[config.mk]
export PLATFORM = sky130hd
export DESIGN_NAME = xorshift128_range_generator
export DESIGN_NICKNAME = d
export VERILOG_FILES = /design/src/rtl/core/xsrg_pkg.sv /design/src/rtl/core/xorshift128_range_generator.sv
export SDC_FILE = /design/constraint.sdc
export NUM_CORES = 1
export LEC_CHECK = 0
export ABC_CLOCK_PERIOD_IN_PS = 9800
export BUFFER_PORTS_ARGS = -buffer_cell sky130_fd_sc_hd__buf_2
export CORE_MARGIN = 4
export CORE_UTILIZATION = 52
export DETAILED_ROUTE_END_ITERATION = 12
export GPL_TIMING_DRIVEN = 0
export HOLD_SLACK_MARGIN = 0.15
export PLACE_DENSITY = 0.72
export SLEW_MARGIN = 20
export SYNTH_ARGS = -nofsm -noshare
export SYNTH_HDL_FRONTEND = slang
export SYNTH_SLANG_ARGS = --single-unit
export TNS_END_PERCENT = 10
[constraint.sdc]
create_clock -name clk_i -period 9.8 [get_ports clk_i]
set_input_delay 1.96 -clock clk_i [delete_from_list [all_inputs] [get_ports clk_i]]
set_output_delay 1.96 -clock clk_i [all_outputs]
set_load 0.02 [all_outputs]
[src/rtl/core/xsrg_pkg.sv]
`default_nettype none

package xsrg_pkg;

  localparam int unsigned WordW = 32;

  typedef logic [WordW-1:0] word_t;

  localparam logic [1:0] OP_RAW    = 2'd0;
  localparam logic [1:0] OP_RANGE  = 2'd1;
  localparam logic [1:0] OP_RESEED = 2'd2;
  localparam logic [1:0] OP_HASH   = 2'd3;

  localparam word_t WORD_A_RST = 32'd207555608;
  localparam word_t WORD_B_RST = 32'd4002963216;
  localparam word_t WORD_C_RST = 32'd4126398668;
  localparam word_t WORD_D_RST = 32'd2552396014;

  typedef struct packed {
    logic [1:0]        operation;
    word_t             seed_or_value;
    logic signed [WordW-1:0] range_low;
    logic signed [WordW-1:0] range_high;
  } in_t;

  typedef struct packed {
    word_t             raw_word;
    logic signed [WordW-1:0] ranged_value;
    logic              span_empty;
  } out_t;

  // Single xorshift32 round with shifts 13, 17, 5.
  function automatic word_t xs32(input word_t v);
    word_t t;
    t = v ^ (v << 13);
    t = t ^ (t >> 17);
    t = t ^ (t << 5);
    return t;
  endfunction

  // New newest word of the xorshift128 sequence.
  function automatic word_t xs128_next(input word_t a, input word_t d);
    word_t t;
    t = a ^ (a << 11);
    return (d ^ (d >> 19)) ^ (t ^ (t >> 8));
  endfunction

endpackage

`default_nettype wire

[src/rtl/core/xorshift128_range_generator.sv]
// Flow: a raw draw, a hash or an equal-bounds ranged draw goes from acceptance straight to
// the finish state, a reseed through the seed state, a nonzero-span ranged draw through the divide state.
// From the finish state the result moves into the output register once that register is free.
// Throughput: one transaction at a time, accepted only once the last result has left the finish
// state; the radix-2 remainder loop works one quotient bit per cycle.
// Reset: asynchronous, active low; the state words load their fixed seed values
// and both channels come up empty.
`default_nettype none

module xorshift128_range_generator
  import xsrg_pkg::*;
(
  input  wire  clk_i,
  input  wire  rst_ni,
  input  wire  in_valid_i,
  output logic in_ready_o,
  input  in_t  in_data_i,
  output logic out_valid_o,
  input  wire  out_ready_i,
  output out_t out_data_o
);

  typedef enum logic [1:0] {
    ST_IDLE,
    ST_SEED,
    ST_DIV,
    ST_FINISH
  } state_e;

  localparam int unsigned CntW = $clog2(WordW);

  state_e          state_q;
  word_t           word_a_q, word_b_q, word_c_q, word_d_q;
  word_t           span_q, mn_q, dividend_q, rem_q;
  logic [CntW-1:0] cnt_q;
  out_t            res_q;
  out_t            out_q;
  logic            out_valid_q;

  logic            in_fire;
  logic            out_load;
  logic            swap;
  word_t           mn, mx, span, next_d;
  logic [WordW:0]  rem_shift;
  logic [WordW:0]  rem_sub;
  word_t           rem_d;

  assign in_ready_o  = (state_q == ST_IDLE);
  assign in_fire     = in_valid_i && in_ready_o;
  assign out_valid_o = out_valid_q;
  assign out_data_o  = out_q;
  assign out_load    = (state_q == ST_FINISH) && (!out_valid_q || out_ready_i);

  assign swap   = in_data_i.range_low > in_data_i.range_high;
  assign mn     = swap ? word_t'(in_data_i.range_high) : word_t'(in_data_i.range_low);
  assign mx     = swap ? word_t'(in_data_i.range_low) : word_t'(in_data_i.range_high);
  assign span   = mx - mn;
  assign next_d = xs128_next(word_a_q, word_d_q);

  // One restoring step: bring in the next dividend bit, subtract the span if it fits.
  assign rem_shift = {rem_q, dividend_q[WordW-1]};
  assign rem_sub   = rem_shift - {1'b0, span_q};
  assign rem_d     = rem_sub[WordW] ? rem_shift[WordW-1:0] : rem_sub[WordW-1:0];

  always_ff @(posedge clk_i or negedge rst_ni) begin
    if (!rst_ni) begin
      state_q     <= ST_IDLE;
      word_a_q    <= WORD_A_RST;
      word_b_q    <= WORD_B_RST;
      word_c_q    <= WORD_C_RST;
      word_d_q    <= WORD_D_RST;
      cnt_q       <= '0;
      out_valid_q <= 1'b0;
    end else begin
      if (out_load) begin
        out_valid_q <= 1'b1;
      end else if (out_ready_i) begin
        out_valid_q <= 1'b0;
      end
      case (state_q)
        ST_IDLE: begin
          if (in_fire) begin
            cnt_q <= '0;
            case (in_data_i.operation)
              OP_RAW, OP_RANGE: begin
                word_a_q       <= word_b_q;
                word_b_q       <= word_c_q;
                word_c_q       <= word_d_q;
                word_d_q       <= next_d;
                span_q         <= span;
                mn_q           <= mn;
                dividend_q     <= next_d;
                rem_q          <= '0;
                if (in_data_i.operation == OP_RANGE && span == '0) begin
                  res_q   <= '{raw_word: next_d, ranged_value: $signed(mn), span_empty: 1'b1};
                  state_q <= ST_FINISH;
                end else if (in_data_i.operation == OP_RANGE) begin
                  res_q   <= '{raw_word: next_d, ranged_value: '0, span_empty: 1'b0};
                  state_q <= ST_DIV;
                end else begin
                  res_q   <= '{raw_word: next_d, ranged_value: '0, span_empty: 1'b0};
                  state_q <= ST_FINISH;
                end
              end
              OP_RESEED: begin
                word_a_q <= in_data_i.seed_or_value;
                word_b_q <= xs32(in_data_i.seed_or_value);
                res_q    <= '0;
                state_q  <= ST_SEED;
              end
              default: begin
                res_q   <= '{raw_word: xs32(in_data_i.seed_or_value), ranged_value: '0,
                            span_empty: 1'b0};
                state_q <= ST_FINISH;
              end
            endcase
          end
        end
        ST_SEED: begin
          // The chain continues one derived word per cycle.
          if (cnt_q == '0) begin
            word_c_q <= xs32(word_b_q);
            cnt_q    <= cnt_q + 1'b1;
          end else begin
            word_d_q       <= xs32(word_c_q);
            res_q.raw_word <= xs32(word_c_q);
            cnt_q          <= '0;
            state_q        <= ST_FINISH;
          end
        end
        ST_DIV: begin
          // The counter wraps back to zero after the last step.
          rem_q      <= rem_d;
          dividend_q <= {dividend_q[WordW-2:0], 1'b0};
          cnt_q      <= cnt_q + 1'b1;
          if (cnt_q == CntW'(WordW - 1)) begin
            res_q.ranged_value <= $signed(rem_d + mn_q);
            state_q            <= ST_FINISH;
          end
        end
        ST_FINISH: begin
          if (out_load) begin
            out_q   <= res_q;
            state_q <= ST_IDLE;
          end
        end
        default: begin
          state_q <= ST_IDLE;
        end
      endcase
    end
  end

  // The partial remainder never reaches the divisor while the loop runs.
  a_rem_below_span: assert property (@(posedge clk_i) disable iff (!rst_ni)
    (state_q == ST_DIV) |-> (rem_q < span_q))
    else $error("partial remainder not below span");

  // A new result is loaded into the output register only from the finish state.
  a_out_from_finish: assert property (@(posedge clk_i) disable iff (!rst_ni)
    $rose(out_valid_q) |-> $past(state_q == ST_FINISH))
    else $error("result loaded outside finish state");

  // An accepted item always blocks the input in the next cycle.
  a_busy_after_accept: assert property (@(posedge clk_i) disable iff (!rst_ni)
    in_fire |=> !in_ready_o)
    else $error("input ready right after acceptance");

  // The step counter is idle outside the iterating states.
  a_cnt_idle: assert property (@(posedge clk_i) disable iff (!rst_ni)
    (state_q == ST_IDLE || state_q == ST_FINISH) |-> (cnt_q == '0))
    else $error("step counter not cleared");

endmodule

`default_nettype wire

# --- After elaboration in Yosys (flattened, before gate mapping) ---
# Cells that the tools add are included.
classes:
  eq_ne: 12
  n_addsub: 4
  reduce_logical: 26
  n_lt_le_gt_ge: 1
  bitwise: 13
  mux: 36
  div_mod_pow: 0
  n_shift: 0
  n_mul: 0
op_table:
  columns: ["op", "count"]
  rows:
  - ["one-hot mux 32 bit (2 select lines)", 8]
  - ["2-to-1 mux 32 bit", 12]
  - ["XOR 32 bit", 8]
  - ["one-hot mux 65 bit (2 select lines)", 1]
  - ["XOR 32 x 15 -> 32 bit", 3]
  - ["2-to-1 mux 65 bit", 1]
  - ["2-to-1 mux 33 bit", 1]
  - ["subtractor 33 x 32 -> 33 bit", 1]
  - ["adder 32 bit", 1]
  - ["greater-than comparator 32 bit", 1]
  - ["zero test 32 bit", 1]
  - ["subtractor 32 bit", 1]
  - ["XOR 32 x 13 -> 32 bit", 1]
  - ["XOR 32 x 24 -> 32 bit", 1]
  - ["AND reduction 4 bit", 7]
  - ["one-hot mux 5 bit (3 select lines)", 1]
  - ["2-to-1 mux 5 bit", 2]
  - ["AND reduction 3 bit", 3]
  - ["2-to-1 mux 2 bit", 4]
  - ["inequality test 2 bit (second input constant)", 4]
  - ["one-hot mux 2 bit (4 select lines)", 1]
  - ["nonzero test 2 bit", 4]
  - ["== test 2 bit (second input constant)", 3]
  - ["adder 5 x 1 -> 5 bit (second input constant)", 1]
  - ["13 further kinds", 21]
word_totals:
  inputBits: 102
  latchBits: 0
  mem_bits_ro: 0
  mem_count: 0
  mem_bits_rw: 0
  regBits: 394
  word_cells: 109

# --- Longest topological paths before layout ---
logic_depth:
  ltp_word: 9
  depth_mapped: 37
  ltp_nobuf: 36

# --- Least setup slack after synthesis ---
# OpenSTA, ideal clock, no wires.
synth_path:
  kind: "reg2reg"
  start: "register dividend_q[31]"
  end: "register res_q[31] (netlist name) (data pin)"
  period_less_slack_ns: 7.621
  path_stages_with_launch: 36
  slack_ns: 2.179
  n_path_buf: 1
  t_required_ns: 9.530
  arrival_ns: 7.351
  cell_sequence: "edfxtp_1 -> inv_1 -> ha_1 -> inv_1 -> fa_1 -> a211oi_1 -> o21ai_0 -> nand4_1 -> a21boi_0 -> o211ai_1 -> a21oi_1 -> a211oi_1 -> o31ai_1 -> o21ai_0 -> a21oi_1 -> xor2_1 -> clkbuf_1 -> mux2_2 -> fa_1 -> a21o_1 -> a21o_1 -> a21o_1 -> a21o_1 -> a21oi_1 -> o21ai_0 -> o41ai_1 -> o211a_1 -> a2111oi_0 -> nor2_1 -> a211o_1 -> nor2_1 -> a211oi_1 -> o21ai_0 -> xor2_1 -> nand2_1 -> o41ai_2"
synth_between:
  elab_chain_cells: 5
synth_lines:
  columns: ["element", "line", "text"]
  rows:
  - ["start, declared", "xorshift128_range_generator.sv:34", "word_t span_q, mn_q, dividend_q, rem_q;"]
  - ["start signal, assigned", "xorshift128_range_generator.sv:92", "dividend_q <= next_d;"]
  - ["start signal, assigned", "xorshift128_range_generator.sv:134", "dividend_q <= {dividend_q[WordW-2:0], 1'b0};"]
  - ["subtractor 33 x 32 -> 33 bit", "xorshift128_range_generator.sv:62", "assign rem_sub = rem_shift - {1'b0, span_q};"]
  - ["2-to-1 mux 32 bit", "xorshift128_range_generator.sv:63", "assign rem_d = rem_sub[WordW] ? rem_shift[WordW-1:0] : rem_sub[WordW-1:0];"]
  - ["net rem_d[1]", "xorshift128_range_generator.sv:46", "word_t rem_d;"]
  - ["adder 32 bit", "xorshift128_range_generator.sv:137", "res_q.ranged_value <= $signed(rem_d + mn_q);"]
  - ["2-to-1 mux 32 bit", "xorshift128_range_generator.sv:136", "if (cnt_q == CntW'(WordW - 1)) begin"]
  - ["one-hot mux 32 bit (2 select lines)", "xorshift128_range_generator.sv:80", "case (state_q)"]
  - ["end signal, assigned", "xorshift128_range_generator.sv:95", "res_q <= '{raw_word: next_d, ranged_value: $signed(mn), span_empty: 1'b1};"]
  - ["end signal, assigned", "xorshift128_range_generator.sv:98", "res_q <= '{raw_word: next_d, ranged_value: '0, span_empty: 1'b0};"]
  - ["end signal, assigned", "xorshift128_range_generator.sv:101", "res_q <= '{raw_word: next_d, ranged_value: '0, span_empty: 1'b0};"]
  - ["end, declared", "xorshift128_range_generator.sv:36", "out_t res_q;"]
# The timed path passes the listed nets, and every way through them passes these cells. The select of a mux whose other input is x is not followed.
# A chain may end at the register's enable or synchronous reset.

# --- Worst setup path after layout ---
layout_path:
  start: "register dividend_q[31]"
  end: "register res_q[31] (netlist name) (data pin)"
layout_between:
  elab_chain_cells: 5
layout_lines:
  columns: ["element", "line"]
  rows:
  - ["subtractor 33 x 32 -> 33 bit", "xorshift128_range_generator.sv:62"]
  - ["2-to-1 mux 32 bit (*)", "xorshift128_range_generator.sv:63"]
  - ["net rem_d[0]", "xorshift128_range_generator.sv:46"]
  - ["adder 32 bit (*)", "xorshift128_range_generator.sv:137"]
  - ["2-to-1 mux 32 bit (*)", "xorshift128_range_generator.sv:136"]
  - ["one-hot mux 32 bit (2 select lines) (*)", "xorshift128_range_generator.sv:80"]
# The timed path passes the listed nets; every way through them passes the cells marked *. The select of a mux whose other input is x is not followed.

==> out/qor.yml <==
final_cell_mix: "nand2_1, xnor2_1, edfxtp_1"
status: "finished clean"
cts_max_level: 2
start_util_pct: 52.8
core_area_mm2: 0.0491
reg2reg_from: "dividend_q[31]"
max_stage_delay_ns: 0.74
io_pins: 169
io_buffers: 167
slowest_stage: "a2111oi_0"
final_util_pct: 59.7
synth_cells: 2624
globalplace.congestion: 1.03
critPathMaxFanout: 10
area_growth_pct: 13.2
cts_root_buffer: "clkbuf_16"
avgSynthCellArea_um2: 9.87
ctsResizeCount: 0
crit_type: "reg -> reg"
final_nets: 3054
timing.hold.ws_ns: 0.419
fin_crit_sh_pct: 93.9
yosysSeqAreaShare_pct: 43.4
ys.warnings.count: 0
synthArstFlopShare_pct: 34.5
wl_mm: 93.4
critical_path_arrival_ns: 9.56
grt_start_max_net_pins: 96
worstPathRequired_ns: 10.17
synth.ff_latch_count: 394
worst_slew_margin_rel_pct: 15.5
start_kind: "flip-flop"
worstSetupEndpointType: "flip-flop"
drt_iter0_drc: 2561
finalPower_uw: 11300
fin_skew_ns: 0.0343
tritoncts: "done"
finalHoldViolCount: 0
rrSetupSlack_ns: 0.60
period_minus_slack_ns: 9.20
endpoint: "res_q[31]"
hold_buffers: 0
synth-edff-count: 258
tightest_slew_ns: 1.26
fmax_mhz: 109
grt_overflow_total: 0
dpl.cell_count: 3465
cts_buffers: 43
worstRegToRegCells: 37
ys_types: 91
wire_per_inst_um: 26.3
cts_setup_buffers: 0
synth_nets: 2832
yosys-top-cells-area: "edfxtp_1, xnor2_1, dfrtp_1"
powerDensity_mw_per_mm2: 386
setup_violations: 0
setup_tns_ns: 0
clock_sinks: 394
vdd_drop_max_uv: 171
vias: 21900
die-height_um: 231
dieArea_mm2: 0.0534
final_common_cell: "nand2_1"
antenna_found_initial: 8
drt_pass1_iterations: 6
r2r-end: "res_q[31]"
synthesis.area_mm2: 0.0259
synth_top_area_share_pct: 29.9
drtAntennaViolNets: 0
dieWidth_um: 231
hold_class: "reg -> reg"
yosys.area.top_type: "edfxtp_1"
grt_use_total_pct: 34.2
cp-startpoint: "dividend_q[31]"
drv_slew: 0
leakage_uw: 0.0116
cap_violations: 0
layout.cells.non_filler: 3553
dp_hpwl_mm: 74.3
layout-drive-gt1-share_pct: 15.2
rows: 81
drc: 0
synth_ff_type: "edfxtp_1"
clock_path_buffers: 3
grt_pass1_vias: 20800
grt_pass1_wl_mm: 136
clk_pin_slew_worst_paths_ns: 0.06
rsz0062_at_grt: "false"
via_per_inst: 6.17
clkLatencyLatePin_ns: 0.59
[metrics by stage]
stage,cell area (µm²),setup WS [ns]
after floorplan,25900,2.18
after global placement,27600,0.241
after detailed placement,27700,0.110
after CTS,29200,0.0561
after global routing,29300,0.128
final,29300,0.600
[Yosys cell counts (10+ instances only)]
master    number
buf_2         16
a21boi_0      35
xnor2_1      260
xor2_1        95
nor2b_1       17
nand2b_1      38
nand4_1       18
or3_1         10
o21a_1        31
nor2_1       172
edfxtp_1     258
o22ai_1       55
dfstp_2       63
a21o_1        33
o21ai_0      147
inv_1        129
and3_1        15
nand3_1       43
a22oi_1       35
and2_1        47
ha_1         104
nand2_1      271
mux2i_1       73
o211ai_1      29
clkbuf_1     110
mux2_2        30
o41ai_2       29
nor3_1        29
a31oi_1       16
dfrtp_1       73
a21oi_1      172
a211oi_1      16
or2_2         10
[where the power goes]
group          total [µW]  internal, µW  switching, µW  leakage, µW
Clock                1750          1040            711     0.000724
Sequential           3280          2660            627      0.00388
Combinational        6280          2290           3990      0.00696
Total               11300          5980           5330       0.0116
[critical path: cells and delay by family, from the launching register on]
kind | cells | cell delay (ns)
flops | 1 | 0.40
buf+inv | 3 | 0.56
simple gates | 5 | 0.58
xor+xnor | 2 | 0.63
compound gates | 23 | 5.69
fa+ha+maj | 4 | 1.12
[final cells by class]
type	count	area [µm²]
inverters	130	488
fillers	4286	19800
flip-flops and latches	394	11200
diodes	8	20.0
plain buffers	136	576
clock buffers	48	1120
repair buffers	177	986
clock inverters	32	394
well taps	664	831
multi-input cells	1964	13700
[per-layer routing]
layer  vias up  track usage [%]  routed length, µm
li1       9887                -                  -
met1     10700             52.8              42500
met2      1144             47.1              37400
met3       150             10.6              11500
met4         8             7.16               1890
met5         -                0                 52
[worst min path at each step]
| stage | startpoint | endpoint | slack, ns | cells after the start |
|---|---|---|---|---|
| floorplan | res_q[0] | out_data_o[0] | 0.40 | 0 |
| global placement | res_q[21] | out_data_o[21] | 0.40 | 0 |
| detailed placement | res_q[36] | out_data_o[36] | 0.40 | 0 |
| CTS | res_q[54] | out_data_o[54] | 0.42 | 0 |
| global route | res_q[52] | out_data_o[52] | 0.42 | 0 |
| finish | res_q[60] | out_data_o[60] | 0.42 | 0 |
[cells by family (layout without fill, tap and decap cells)]
group / Yosys count / in the layout / synth area share [%]
fa+ha+maj: 106 / 106 / 5.18
simple gates: 707 / 707 / 12.8
compound gates: 692 / 692 / 18.3
flops: 394 / 394 / 43.4
mux: 103 / 103 / 4.13
other cells: 0 / 8 / 0
xor+xnor: 356 / 356 / 12.1
buf+inv: 266 / 523 / 4.09
Note: power is estimated with default switching activity, not from simulation.
